File: config.mk
export PLATFORM = sky130hd
export DESIGN_NAME = tga_rle_pixel_decoder
export DESIGN_NICKNAME = d
export VERILOG_FILES = /design/src/rtl/core/trle_pkg.sv /design/src/rtl/core/trle_front.sv /design/src/rtl/core/trle_queue.sv /design/src/rtl/core/trle_back.sv /design/src/rtl/core/tga_rle_pixel_decoder.sv
export SDC_FILE = /design/constraint.sdc
export NUM_CORES = 1
export LEC_CHECK = 0
export ABC_AREA = 1
export ABC_CLOCK_PERIOD_IN_PS = 10680
export BUFFER_PORTS_ARGS = -buffer_cell sky130_fd_sc_hd__buf_2
export CAP_MARGIN = 20
export CORE_ASPECT_RATIO = 1.2
export CORE_MARGIN = 4
export CORE_UTILIZATION = 45
export DETAILED_ROUTE_END_ITERATION = 12
export GPL_ROUTABILITY_DRIVEN = 0
export GPL_TIMING_DRIVEN = 0
export PLACE_DENSITY_LB_ADDON = 0.25
export SETUP_SLACK_MARGIN = 0.1
export SYNTH_ARGS = -nofsm -noshare
export SYNTH_HDL_FRONTEND = slang
export SYNTH_SLANG_ARGS = --single-unit
File: constraint.sdc
create_clock -name i_clk -period 10.68 [get_ports i_clk]
set_clock_uncertainty 0.2 [all_clocks]
set_input_delay 2.136 -clock i_clk [delete_from_list [all_inputs] [get_ports i_clk]]
set_output_delay 2.136 -clock i_clk [all_outputs]
set_load 0.05 [all_outputs]
File: src/rtl/core/trle_pkg.sv
`timescale 1ns / 1ps

package trle_pkg;

    localparam int unsigned BYTE_W      = 8;
    localparam int unsigned PIX_W       = 32;
    localparam int unsigned CNT_W       = 8;
    localparam int unsigned BPP_W       = 3;
    localparam int unsigned DIM_W       = 16;
    localparam int unsigned REM_W       = 32;
    localparam int unsigned IDX_W       = 2;
    localparam int unsigned CFG_IDX_W   = 2;
    localparam int unsigned CFG_DATA_W  = 16;
    localparam int unsigned QUEUE_DEPTH = 2;
    localparam int unsigned OUT_DATA_W  = 40;

    localparam logic [BPP_W-1:0]  BPP_RESET       = 3'd4;
    localparam logic [BPP_W-1:0]  BPP_MIN         = 3'd1;
    localparam logic [BPP_W-1:0]  BPP_MAX         = 3'd4;
    localparam logic [DIM_W-1:0]  DIM_RESET       = 16'd1;
    localparam logic [BYTE_W-1:0] HDR_REPEAT_MASK = 8'h80;
    localparam logic [BYTE_W-1:0] HDR_LEN_MASK    = 8'h7F;

    typedef enum logic [CFG_IDX_W-1:0] {
        CFG_BPP    = 2'd0,
        CFG_WIDTH  = 2'd1,
        CFG_HEIGHT = 2'd2
    } t_cfg_index;

    typedef struct packed {
        logic [BPP_W-1:0] bpp;
        logic [DIM_W-1:0] width;
        logic [DIM_W-1:0] height;
    } t_cfg;

    typedef struct packed {
        logic [PIX_W-1:0] pixel;
        logic [CNT_W-1:0] count;
        logic             done;
    } t_result;

    typedef struct packed {
        logic valid;
        logic full;
    } t_queue_status;

endpackage

File: src/rtl/core/trle_front.sv
`timescale 1ns / 1ps

module trle_front import trle_pkg::*; (
    input  logic              i_clk,
    input  logic              i_rst_n,
    input  t_cfg              i_cfg,
    input  logic              i_accept,
    input  logic [BYTE_W-1:0] i_data_byte,
    input  logic              i_start_of_image,
    output logic              o_push,
    output t_result           o_result
);

    logic              r_expect, n_expect;
    logic              r_repeat, n_repeat;
    logic [CNT_W-1:0]  r_raw, n_raw;
    logic [IDX_W-1:0]  r_idx, n_idx;
    logic [PIX_W-1:0]  r_gather, n_gather;
    logic [CNT_W-1:0]  r_len, n_len;
    logic [REM_W-1:0]  r_rem, n_rem;

    logic [BPP_W-1:0]  w_pix_bytes;
    logic [REM_W-1:0]  w_area;
    logic [PIX_W-1:0]  w_gather;
    logic              w_last_byte;
    logic              w_clamp;
    logic [CNT_W-1:0]  w_count;
    logic [REM_W-1:0]  w_rem_dec;
    logic [CNT_W-1:0]  w_raw_dec;
    logic              w_alive;
    logic              w_header;

    always_comb begin
        if (i_cfg.bpp < BPP_MIN) begin
            w_pix_bytes = BPP_MIN;
        end else if (i_cfg.bpp > BPP_MAX) begin
            w_pix_bytes = BPP_MAX;
        end else begin
            w_pix_bytes = i_cfg.bpp;
        end
    end

    assign w_area      = {{(REM_W-DIM_W){1'b0}}, i_cfg.width}
                       * {{(REM_W-DIM_W){1'b0}}, i_cfg.height};
    assign w_gather    = r_gather | ({{(PIX_W-BYTE_W){1'b0}}, i_data_byte} << {r_idx, 3'b000});
    assign w_last_byte = (({1'b0, r_idx} + 3'd1) >= w_pix_bytes);
    // The repeat run is cut to the pixels left only when fewer than a full run remain.
    assign w_clamp     = (r_rem[REM_W-1:CNT_W] == '0) && (r_rem[CNT_W-1:0] < r_len);
    assign w_count     = r_repeat ? (w_clamp ? r_rem[CNT_W-1:0] : r_len) : 8'd1;
    assign w_rem_dec   = r_rem - {{(REM_W-CNT_W){1'b0}}, w_count};
    assign w_raw_dec   = r_raw - 8'd1;
    assign w_alive     = i_start_of_image ? ((i_cfg.width != '0) && (i_cfg.height != '0))
                                          : (r_rem != '0);
    assign w_header    = i_start_of_image | r_expect;

    always_comb begin
        n_expect = r_expect;
        n_repeat = r_repeat;
        n_raw    = r_raw;
        n_idx    = r_idx;
        n_gather = r_gather;
        n_len    = r_len;
        n_rem    = r_rem;
        o_push   = 1'b0;
        o_result.pixel = w_gather;
        o_result.count = w_count;
        o_result.done  = (w_rem_dec == '0);

        if (i_accept) begin
            if (i_start_of_image) begin
                n_expect = 1'b1;
                n_repeat = 1'b0;
                n_raw    = '0;
                n_idx    = '0;
                n_gather = '0;
                n_len    = '0;
                n_rem    = w_area;
            end
            if (w_alive) begin
                if (w_header) begin
                    n_repeat = ((i_data_byte & HDR_REPEAT_MASK) != '0);
                    n_len    = (i_data_byte & HDR_LEN_MASK) + 8'd1;
                    n_raw    = (i_data_byte & HDR_LEN_MASK) + 8'd1;
                    n_expect = 1'b0;
                    n_idx    = '0;
                    n_gather = '0;
                end else if (!w_last_byte) begin
                    n_idx    = r_idx + 2'd1;
                    n_gather = w_gather;
                end else begin
                    o_push   = 1'b1;
                    n_rem    = w_rem_dec;
                    n_raw    = w_raw_dec;
                    if (r_repeat || (w_raw_dec == '0)) begin
                        n_expect = 1'b1;
                    end
                    n_idx    = '0;
                    n_gather = '0;
                    if (w_rem_dec == '0) begin
                        n_expect = 1'b1;
                        n_repeat = 1'b0;
                        n_raw    = '0;
                        n_len    = '0;
                    end
                end
            end
        end
    end

    always_ff @(posedge i_clk) begin
        if (!i_rst_n) begin
            r_expect <= 1'b1;
            r_repeat <= 1'b0;
            r_raw    <= '0;
            r_idx    <= '0;
            r_gather <= '0;
            r_len    <= '0;
            r_rem    <= '0;
        end else begin
            r_expect <= n_expect;
            r_repeat <= n_repeat;
            r_raw    <= n_raw;
            r_idx    <= n_idx;
            r_gather <= n_gather;
            r_len    <= n_len;
            r_rem    <= n_rem;
        end
    end

endmodule

File: src/rtl/core/trle_queue.sv
`timescale 1ns / 1ps

module trle_queue import trle_pkg::*; (
    input  logic          i_clk,
    input  logic          i_rst_n,
    input  logic          i_push,
    input  t_result       i_data,
    input  logic          i_pop,
    output t_queue_status o_status,
    output t_result       o_data
);

    localparam int unsigned PTR_W = (QUEUE_DEPTH > 1) ? $clog2(QUEUE_DEPTH) : 1;
    localparam int unsigned CNT_QW = $clog2(QUEUE_DEPTH + 1);
    localparam logic [PTR_W-1:0]  LAST_PTR = PTR_W'(QUEUE_DEPTH - 1);
    localparam logic [CNT_QW-1:0] FULL_CNT = CNT_QW'(QUEUE_DEPTH);

    t_result            r_mem [QUEUE_DEPTH];
    logic [PTR_W-1:0]   r_wr_ptr, n_wr_ptr;
    logic [PTR_W-1:0]   r_rd_ptr, n_rd_ptr;
    logic [CNT_QW-1:0]  r_count, n_count;
    logic               w_push;
    logic               w_pop;

    assign o_status.valid = (r_count != '0);
    assign o_status.full  = (r_count == FULL_CNT);
    assign o_data         = r_mem[r_rd_ptr];

    assign w_push = i_push && !o_status.full;
    assign w_pop  = i_pop && o_status.valid;

    always_comb begin
        n_wr_ptr = r_wr_ptr;
        n_rd_ptr = r_rd_ptr;
        n_count  = r_count;
        if (w_push) begin
            n_wr_ptr = (r_wr_ptr == LAST_PTR) ? '0 : r_wr_ptr + 1'b1;
        end
        if (w_pop) begin
            n_rd_ptr = (r_rd_ptr == LAST_PTR) ? '0 : r_rd_ptr + 1'b1;
        end
        if (w_push && !w_pop) begin
            n_count = r_count + 1'b1;
        end else if (w_pop && !w_push) begin
            n_count = r_count - 1'b1;
        end
    end

    always_ff @(posedge i_clk) begin
        if (w_push) begin
            r_mem[r_wr_ptr] <= i_data;
        end
    end

    always_ff @(posedge i_clk) begin
        if (!i_rst_n) begin
            r_wr_ptr <= '0;
            r_rd_ptr <= '0;
            r_count  <= '0;
        end else begin
            r_wr_ptr <= n_wr_ptr;
            r_rd_ptr <= n_rd_ptr;
            r_count  <= n_count;
        end
    end

endmodule

File: src/rtl/core/trle_back.sv
`timescale 1ns / 1ps

module trle_back import trle_pkg::*; (
    input  logic    i_clk,
    input  logic    i_rst_n,
    input  logic    i_q_valid,
    input  t_result i_q_data,
    output logic    o_pop,
    input  logic    i_tready,
    output logic    o_tvalid,
    output t_result o_result
);

    logic    r_valid, n_valid;
    t_result r_result;

    // The output register takes a new result whenever it is empty or being drained.
    assign o_pop    = i_q_valid && (!r_valid || i_tready);
    assign o_tvalid = r_valid;
    assign o_result = r_result;

    always_comb begin
        if (o_pop) begin
            n_valid = 1'b1;
        end else if (i_tready) begin
            n_valid = 1'b0;
        end else begin
            n_valid = r_valid;
        end
    end

    always_ff @(posedge i_clk) begin
        if (o_pop) begin
            r_result <= i_q_data;
        end
    end

    always_ff @(posedge i_clk) begin
        if (!i_rst_n) begin
            r_valid <= 1'b0;
        end else begin
            r_valid <= n_valid;
        end
    end

endmodule

File: src/rtl/core/tga_rle_pixel_decoder.sv
`timescale 1ns / 1ps

// Channel   Dir  Signals                            Contents
// s_axis    in   tvalid, tready, tdata[7:0], tuser  compressed byte, start of image
// m_axis    out  tvalid, tready, tdata[39:0], tlast pixel and run length, image done
// cfg       in   wr_en, index[1:0], wdata[15:0]     pixel size, width, height
//
// One byte is taken in every cycle while the queue is not full. A byte that completes
// a pixel is written into a two-entry queue and from there into the output register.
// The image area is formed by one 16 by 16 multiplier when a start of image is seen.
// Reset is synchronous and active low; it clears the decoder and empties the queue.
// Input ready drops only while the queue holds two results.

module tga_rle_pixel_decoder import trle_pkg::*; (
    input  logic                  i_clk,
    input  logic                  i_rst_n,
    // Slave side. tdata: data_byte [7:0]. tuser: start_of_image.
    input  logic                  i_s_axis_tvalid,
    output logic                  o_s_axis_tready,
    input  logic [BYTE_W-1:0]     i_s_axis_tdata,
    input  logic                  i_s_axis_tuser,
    // Master side. tdata: pixel_value [31:0], repeat_count [39:32]. tlast: image_done.
    output logic                  o_m_axis_tvalid,
    input  logic                  i_m_axis_tready,
    output logic [OUT_DATA_W-1:0] o_m_axis_tdata,
    output logic                  o_m_axis_tlast,
    // Configuration write port.
    input  logic                  i_cfg_wr_en,
    input  logic [CFG_IDX_W-1:0]  i_cfg_index,
    input  logic [CFG_DATA_W-1:0] i_cfg_wdata
);

    t_cfg          r_cfg;
    t_queue_status w_q_status;
    t_result       w_front_result;
    t_result       w_q_data;
    t_result       w_out_result;
    logic          w_front_push;
    logic          w_pop;
    logic          w_accept;

    // Configuration registers. Writes to an unused index are dropped.
    always_ff @(posedge i_clk) begin
        if (!i_rst_n) begin
            r_cfg.bpp    <= BPP_RESET;
            r_cfg.width  <= DIM_RESET;
            r_cfg.height <= DIM_RESET;
        end else if (i_cfg_wr_en) begin
            unique case (i_cfg_index)
                CFG_BPP: begin
                    r_cfg.bpp <= i_cfg_wdata[BPP_W-1:0];
                end
                CFG_WIDTH: begin
                    r_cfg.width <= i_cfg_wdata[DIM_W-1:0];
                end
                CFG_HEIGHT: begin
                    r_cfg.height <= i_cfg_wdata[DIM_W-1:0];
                end
                default: begin
                end
            endcase
        end
    end

    // The front end never stalls on its own; it waits only for queue space.
    assign o_s_axis_tready = !w_q_status.full;
    assign w_accept        = i_s_axis_tvalid && o_s_axis_tready;

    trle_front u_front (
        .i_clk            (i_clk),
        .i_rst_n          (i_rst_n),
        .i_cfg            (r_cfg),
        .i_accept         (w_accept),
        .i_data_byte      (i_s_axis_tdata),
        .i_start_of_image (i_s_axis_tuser),
        .o_push           (w_front_push),
        .o_result         (w_front_result)
    );

    trle_queue u_queue (
        .i_clk    (i_clk),
        .i_rst_n  (i_rst_n),
        .i_push   (w_front_push),
        .i_data   (w_front_result),
        .i_pop    (w_pop),
        .o_status (w_q_status),
        .o_data   (w_q_data)
    );

    trle_back u_back (
        .i_clk     (i_clk),
        .i_rst_n   (i_rst_n),
        .i_q_valid (w_q_status.valid),
        .i_q_data  (w_q_data),
        .o_pop     (w_pop),
        .i_tready  (i_m_axis_tready),
        .o_tvalid  (o_m_axis_tvalid),
        .o_result  (w_out_result)
    );

    assign o_m_axis_tdata = {w_out_result.count, w_out_result.pixel};
    assign o_m_axis_tlast = w_out_result.done;

endmodule
# Word level (Yosys, flattened, before mapping)
# Memory sizes are Yosys's and may differ from the RTL's. A register that Yosys moved wholly into a read port is not among the register bits.
# Index checks and enable logic that the tools add are counted.
# op_classes
bitwise_logic	2
multipliers	1
magnitude_cmp	4
shift	1
n_mux	50
eq_ne	3
n_reduce_logical	29
add_sub_neg	9
# ops
operator	n
2-to-1 mux 32 bit	8
2-to-1 mux 8 bit	12
zero test 32 bit	1
multiplier 16 x 16 -> 32 bit	1
OR 32 bit	1
nonzero test 16 bit	2
nonzero test 32 bit	1
<< shifter 8 x 5 -> 32 bit	1
subtractor 32 x 8 -> 32 bit	1
zero test 24 bit	1
2-to-1 mux 1 bit	22
2-to-1 mux 2 bit	6
adder 7 x 1 -> 8 bit, second input constant	1
logical AND 1 bit	8
zero test 8 bit	1
less-than comparator 8 bit	1
AND reduction 2 bit	4
nonzero test 2 bit	4
subtractor 8 x 1 -> 8 bit, second input constant	1
2-to-1 mux 3 bit	2
adder 2 x 1 -> 2 bit, second input constant	2
equality test 2 bit, second input constant	2
zero test 1 bit	4
adder 2 x 1 -> 3 bit, second input constant	1
other kinds (9)	11
# totals
n_memories	1
register_bits	124
word_cells	114
ramBits	82
# mem_list
memory	depth	width	read_ports	rd_ports_with_merged_regs	write_ports	line	source
u_queue.r_mem	2	41	1	1	1	trle_queue.sv:18	t_result r_mem [QUEUE_DEPTH];

# Logic depth before layout (Yosys ltp)
# Gate-level depths: netlist (run 1).
# logic_depth
ltp_word	13
mapped_depth	33
mapped_depth_nobuf	32

# Cells and area by module
# Synthesis (run 1) repeated with hierarchy kept, for this count alone.
# hier_totals
hier_cells	2732
hier_area_um2	21745.9
# modules_own_cells
mod	cells_each	seq_area_each_um2	area_each_um2	instances
trle_front	2295	1681.6	15544.9	1
trle_queue	165	2562.5	3410.8	1
tga_rle_pixel_decoder	224	700.7	1507.7	1
trle_back	48	1251.2	1282.5	1

# Least setup slack after synthesis (run 1)
# OpenSTA, ideal clock, no wires.
# synth_path
kind	flip-flop to flip-flop
start	reg r_cfg[1] (netlist name)
end	reg u_front.r_rem[16]
stages_incl_launch_ff	25
required_time_ps	10348
synth_period_minus_slack_ps	6013
setup_slack_ps	4667
arrival_time_ps	5681
cell_sequence	dfxtp_1 > clkbuf_1 > clkbuf_1 > nand2_1 > fa_1 > fa_1 > fa_1 > fa_1 > inv_1 > fa_1 > inv_1 > fa_1 > inv_1 > ha_1 > a21oi_1 > inv_1 > o21ai_0 > inv_1 > nand2_1 > nand2_1 > or2_2 > nand3_1 > o211ai_1 > nand2_1 > a21oi_1
# synth_between
elab_chain_cells	5
# synth_lines
item	line	source
start, declared	tga_rle_pixel_decoder.sv:33	t_cfg r_cfg;
multiplier 16 x 16 -> 32 bit	trle_front.sv:44	* {{(REM_W-DIM_W){1'b0}}, i_cfg.height};
2-to-1 mux 32 bit	trle_front.sv:70	if (i_start_of_image) begin
2-to-1 mux 32 bit	trle_front.sv:87	end else if (!w_last_byte) begin
2-to-1 mux 32 bit	trle_front.sv:80	if (w_header) begin
2-to-1 mux 32 bit (*)	trle_front.sv:79	if (w_alive) begin
end signal, assigned	trle_front.sv:126	r_rem <= n_rem;
end, declared	trle_front.sv:20	logic [REM_W-1:0] r_rem, n_rem;
# Mark *: on every way between the ends. The rest lies on a longest branch, timed or not.
# A chain may end at the register's enable or synchronous reset.

# Worst setup path in the final report (run 1)
# layout_path
start	reg r_cfg[31] (netlist name)
end	reg u_front.r_rem[29]
# The elaborated chain is that of the path after synthesis.

==> results.cfg, run 1 <==
[synthesis]
synth_top_family_by_area = adder cells
syn_inst = 2749
synth_edf_count = 123
ys_warn_count = 0
synth_area_leader_cell = fa_1
synth-xor-area-share = 0.01416
synth_area_leaders = fa_1 18%, edfxtp_1 17%, nand2_1 13%, dfxtp_1 12%, inv_1 8.2%
synth_cell_types = 51
synthAdderAreaFrac = 0.2580
yosys.area_share.simple = 0.2279
ys_ff_latch = 247
avgSynthCellArea_um2 = 7.745
synth_compound_area_frac = 0.09861
ys.flop_type = dfxtp_1
synth_nets = 3103
async_flop_share = 0
ys_seq_area_frac = 0.2901
syn_area_mm2 = 0.02129
synthMuxAreaShare = 0
synth_top_area_frac = 0.1833

[critical_path]
r2r-start = r_cfg[31]
cp-start-kind = flip-flop
arrival_ps = 7480
crit_fanout = 10
critPathLaunch = r_cfg[31]
crit_required_ps = 10940
critical_path_class = flip-flop to flip-flop
crit_path_end_kind = flip-flop

[placement]
dp_hpwl_mm = 47.23
post-place-ws_ps = 3515
numPortBuffers = 73
dpl-instance-area_mm2 = 0.02252

[clock_tree]
postCtsHoldBufs = 0
numCtsBuffers = 25
cts.repair.resized = 0
cts-root-buf = clkbuf_16
clkLatencyLatePin_ps = 540
post_cts_buffers = 0
cts_max_level = 1
cts_buffer_depth = 3
cts_tree = done
path_clk_slew_ps = 60
clkSinkCount = 247

[sta]
fin_crit_sh = 0.6758
period_needed_ps = 7218
setup_viol = 0
hold_viol_final = 0
tightest_slew_ps = 914.9
worst_slack_ps = 3462
tns_ps = 0
fmax_mhz = 138.5
slew_viol_final = 0
max_slew_margin = 0.3854
rsz0062_at_grt = no

[worst_hold_path]
hp-start = r_cfg[32]
min_path_type = flip-flop to flip-flop

[floorplan]
io_pins = 75
start_util = 0.4538
die_height_um = 246.3
core.rowCount = 87
dieArea_mm2 = 0.05087
die_x_um = 206.6
core_mm2 = 0.04692

[power_and_ir_drop]
ir_worst_vdd_uv = 100.7
p_clk_frac = 0.248
pwr-share-comb = 0.443
power-per-cell-area_mw_per_mm2 = 175.8
swShare = 0.4348
power_leakage_nw = 11.72
p_int_w = 0.002333
p_seq_frac = 0.309
power_w = 0.004128
power.switching_w = 0.001795

[detailed_routing]
drtIter0Drc = 1231
drcViolationCount = 0
postRouteAntennaNets = 0
wire_per_inst_um = 16.97
drt_wl_total_mm = 59.28
first_pass_iters = 6
viasPerCell = 5.253
dr_total_vias = 18360

[grt]
grt_pass1_vias = 18590
grt_pass1_wl_mm = 95.47
grt-ovfl-total = 0
grt_util_met3 = 0.02383
grt_max_degree = 34
grt_usage = 0.2342
top_usage_layer = met2
antenna_found_initial = 0
use_met1 = 0.2736
grtUsageMet2 = 0.4223

[run_status]
status = finished clean

[layout]
layout_common_cells = 755 x nand2_1, 466 x inv_1, 195 x fa_1, 191 x nor2_1, 157 x a21oi_1
postLayoutCoreUtil = 0.5005
area_growth_pct = 10.28
design_area_mm2 = 0.02348
final_common_cell = nand2_1
layout-drive-gt1-share = 0.08118
fin_nets = 3206
fillCellCount = 4573

[flow_run]
cap_violations = 0
cells by family after synthesis:
logic type | after synthesis
flip-flops | 247
adder cells (fa/ha/maj) | 322
XOR/XNOR | 31
buffers and inverters | 625
AO/OA/AOI/OAI | 376
AND/OR/NAND/NOR | 1148
per-layer routing:
metal / routed length, um / vias up
li1: - / 8775
met3: 3409 / 188
met1: 22420 / 8701
met5: 0 / -
met2: 29970 / 691
met4: 3481 / 0
per-stage QoR:
stage / cells / hold slack, ps
after floorplan: 2749 / 229.7
after global placement: 3445 / 255.5
after detailed placement: 3448 / 263.3
after CTS: 3493 / 272.1
after global routing: 3493 / 286.7
final: 3494 / 273.7
area by class of cell:
class                           instances  area [um2]  area share
Inverter                              493        1852     0.07887
Timing Repair Buffer                   76       425.4     0.01812
Antenna cell                            1       2.502   0.0001066
Sequential cell                       247        6176      0.2630
Tap cell                              623       779.5     0.03320
Clock inverter                         16       304.0     0.01295
Buffer                                132       518.0     0.02206
Clock buffer                           29       650.6     0.02771
Multi-Input combinational cell       1877       12770      0.5440
power groups by stage:
stage | clock [W] | sequential (W) | combinational [W]
global route | 0.00107 | 0.00129 | 0.00201
global placement | 0 | 0.00130 | 0.00177
CTS | 0.00104 | 0.00127 | 0.00182
floorplan | 0 | 0.00159 | 0.00105
detailed placement | 0 | 0.00129 | 0.00181
finish | 0.00103 | 0.00127 | 0.00183
path summary, 6_finish.rpt:
kind | end | slack (ps) | cells after the start
max | u_front.r_rem[29] | 3460 | 26
min reg2reg | r_cfg[32] | 270 | 2
min | r_cfg[32] | 270 | 2
max reg2reg | u_front.r_rem[29] | 3460 | 26
synth_stat cells, types with 13 or more instances:
| cell | number |
|---|---|
| inv_1 | 466 |
| dfxtp_1 | 124 |
| nand3_2 | 16 |
| nand3_1 | 76 |
| nand4_1 | 22 |
| nand2_2 | 21 |
| nand2_1 | 755 |
| edfxtp_1 | 123 |
| clkbuf_1 | 116 |
| xnor2_1 | 13 |
| o21bai_1 | 33 |
| o211ai_1 | 17 |
| inv_2 | 21 |
| nor2_1 | 193 |
| ha_1 | 127 |
| xor2_1 | 14 |
| fa_1 | 195 |
| nor3_1 | 16 |
| a21oi_1 | 158 |
| o21ai_0 | 130 |
state kept, by name (all words and copies together), names as in the netlist:
signal	count
u_front.r_raw	8
u_front.r_idx	2
u_back.o_tvalid	1
u_queue.r_count	2
u_front.r_gather	32
u_back.o_result	41
u_queue.r_wr_ptr	1
r_cfg	35
u_front.r_expect	1
u_queue.r_rd_ptr	1
u_front.r_len	8
u_front.r_rem	32
u_front.r_repeat	1
u_queue.r_mem	82
worst max-delay path, cell delays in order (launching register included):
cell      delay [ps]
dfxtp_1          300
clkbuf_1         520
clkbuf_1         550
nand2_1          190
fa_1             580
fa_1             600
inv_1             80
fa_1             480
fa_1             520
fa_1             500
inv_1             50
fa_1             480
inv_1             40
ha_1             340
nand2_1           90
inv_1             70
nand2_1           60
nor3_1           280
nand4_1          160
nand3_1          230
a21o_1           170
nand2_1           70
nand3_1           60
nand3_1          130
o211ai_1         150
nand2_1          110
a21oi_1          140
No activity file was read; power rests on OpenSTA's default activity.
==> run 2, diff against run 1 <==
--- a/config.mk
+++ b/config.mk
@@ -6,7 +6,7 @@
 export NUM_CORES = 1
 export LEC_CHECK = 0
 export ABC_AREA = 1
-export ABC_CLOCK_PERIOD_IN_PS = 10680
+export ABC_CLOCK_PERIOD_IN_PS = 7070
 export BUFFER_PORTS_ARGS = -buffer_cell sky130_fd_sc_hd__buf_2
 export CAP_MARGIN = 20
 export CORE_ASPECT_RATIO = 1.2
==> constraint.sdc (replaced) <==
create_clock -name i_clk -period 7.07 [get_ports i_clk]
set_clock_uncertainty 0.2 [all_clocks]
set_input_delay 1.414 -clock i_clk [delete_from_list [all_inputs] [get_ports i_clk]]
set_output_delay 1.414 -clock i_clk [all_outputs]
set_load 0.05 [all_outputs]
==> results.cfg, run 2 (synthesized netlist as in run 1, its figures left out) <==
[clock_tree]
cts_tree = done
clkSinkCount = 247
cts_buffer_depth = 3
clkLatencyLatePin_ps = 540
cts_max_level = 1
cts-root-buf = clkbuf_16
path_clk_slew_ps = 70
postCtsHoldBufs = 0
numCtsBuffers = 25
post_cts_buffers = 0

[critical_path]
cp-start-kind = flip-flop
crit_path_end_kind = flip-flop
cp_num_buf_inv = 6
r2r-start = r_cfg[26]
crit_top_cell = fa_1
crit_required_ps = 7280
reg2reg_depth = 23
arrival_ps = 6780
path_cells = clkbuf_2 -> nand2_1 -> fa_1 -> fa_1 -> fa_1 -> fa_1 -> inv_1 -> fa_1 -> inv_1 -> fa_1 -> inv_1 -> ha_1 -> a21oi_1 -> inv_1 -> o21ai_0 -> inv_1 -> nand2_1 -> nand2_1 -> or2_2 -> nand3_1 -> o211ai_1 -> nand2_1 -> a21oi_1
crit_slowest_cell = fa_1
critPathLaunch = r_cfg[26]
path_depth = 23
critical_path_class = flip-flop to flip-flop
path_delay_family = adder cells
r2r-end = u_front.r_rem[16]
reg2reg_slack_ps = 500
crit_path_end = u_front.r_rem[16]
max_stage_delay_ps = 580
crit_fanout = 10

[detailed_routing]
drt_wl_total_mm = 59.22
drtIter0Drc = 1257
dr_total_vias = 18340
postRouteAntennaNets = 0
wl_met3_mm = 3.397
viasPerCell = 5.271
met2_length_mm = 29.88
wire_per_inst_um = 17.02
drcViolationCount = 0
top_layer = met4
wl_met1_mm = 22.41
first_pass_iters = 5

[layout]
fin_nets = 3192
regMostFlops = u_queue.r_mem
largest_reg_flops = 82
layout_common_cells = 755 x nand2_1, 466 x inv_1, 195 x fa_1, 191 x nor2_1, 157 x a21oi_1
final_common_cell = nand2_1
layout-drive-gt1-share = 0.09979
area_growth_pct = 10.37
postLayoutCoreUtil = 0.5009

[worst_hold_path]
min_path_type = flip-flop to flip-flop
hp-start = r_cfg[32]
holdPathStages = 2

[floorplan]
core_mm2 = 0.04692
start_util = 0.4538
die_height_um = 246.3
io_pins = 75
die_x_um = 206.6
dieArea_mm2 = 0.05087
core.rowCount = 87

[sta]
max_slew_margin = 0.3807
tns_ps = 0
period_needed_ps = 6568
hold_viol_final = 0
holdWs_ps = 272.2
tightest_slew_ps = 921.8
slew_viol_final = 0
fmax_mhz = 152.3
fin_crit_sh = 0.9290
rsz0062_at_grt = no
setup_viol = 0

[grt]
grt_usage = 0.2342
grt_max_degree = 34
grt_pass1_wl_mm = 95.44
grt-ovfl-total = 0
grt_pass1_vias = 18580
antenna_found_initial = 0

[flow_run]
cap_violations = 0

[power_and_ir_drop]
power-per-cell-area_mw_per_mm2 = 265.4
power_leakage_nw = 11.85
ir_worst_vdd_uv = 152.2

[run_status]
status = finished clean

[placement]
dp_hpwl_mm = 47.23
numPortBuffers = 73
-- run 2: changes by cell type in the layout (fill, tap and decap cells not counted) --
cell      delta
clkbuf_1    -56
clkbuf_2    +37
dfxtp_1      -9
dfxtp_2      +9
buf_2        +4
clkbuf_4     +1
nor3_1       -1
nor3_2       +1
-- run 2: layer usage --
| metal | vias to the layer above | GRT usage |
|---|---|---|
| met2 | 690 | 0.4228 |
| met3 | 194 | 0.02370 |
| met1 | 8715 | 0.2736 |
| met4 | 0 | 0.1200 |
| met5 | - | 0 |
| li1 | 8745 | - |
-- run 2: how the worst min path moves through the flow --
stage | endpoint | slack [ps]
5_1_grt | r_cfg[32] | 290
3_5_place_dp | r_cfg[32] | 260
3_3_place_gp | r_cfg[32] | 260
4_1_cts | r_cfg[32] | 270
2_1_floorplan | r_cfg[32] | 230
6_report | r_cfg[32] | 270
-- run 2: tightest hold or removal path, stage by stage, from the launching register on --
cell	delay, ps
dfxtp_1	300
inv_1	70
a21oi_1	60
-- run 2: cell type report --
cell class                      count  area [um2]
Sequential cell                   247        6187
Multi-Input combinational cell   1877       12780
Timing Repair Buffer               76       425.4
Clock buffer                       29       650.6
Fill cell                        4573       23420
Tap cell                          623       779.5
Buffer                            118       520.5
Clock inverter                     16       304.0
Antenna cell                        1       2.502
Inverter                          493        1852
-- run 2: through the flow --
step / power [W] / area, um2 / setup WS, ps / cells
4_1_cts: 0.006245 / 23480 / 88.35 / 3492
3_5_place_dp: 0.004691 / 22520 / -94.78 / 3448
2_1_floorplan: 0.003983 / 21290 / 1057 / 2749
3_3_place_gp: 0.004636 / 22440 / -47.08 / 3445
6_report: 0.006236 / 23500 / 502.3 / 3480
5_1_grt: 0.006612 / 23500 / 153.2 / 3479
-- run 2: what timing repair did --
item / in CTS / in global routing
gates resized for setup: 7 / 86
gates cloned: 0 / 0
endpoints found under the setup margin: 7 / 15
-- run 2: report_power, final --
group | total, W | switching [W] | leakage [nW] | internal [W]
Combinational | 0.00275 | 0.00199 | 9.23 | 0.000752
Sequential | 0.00194 | 0.000125 | 2.17 | 0.00182
Clock | 0.00155 | 0.000590 | 0.455 | 0.000959
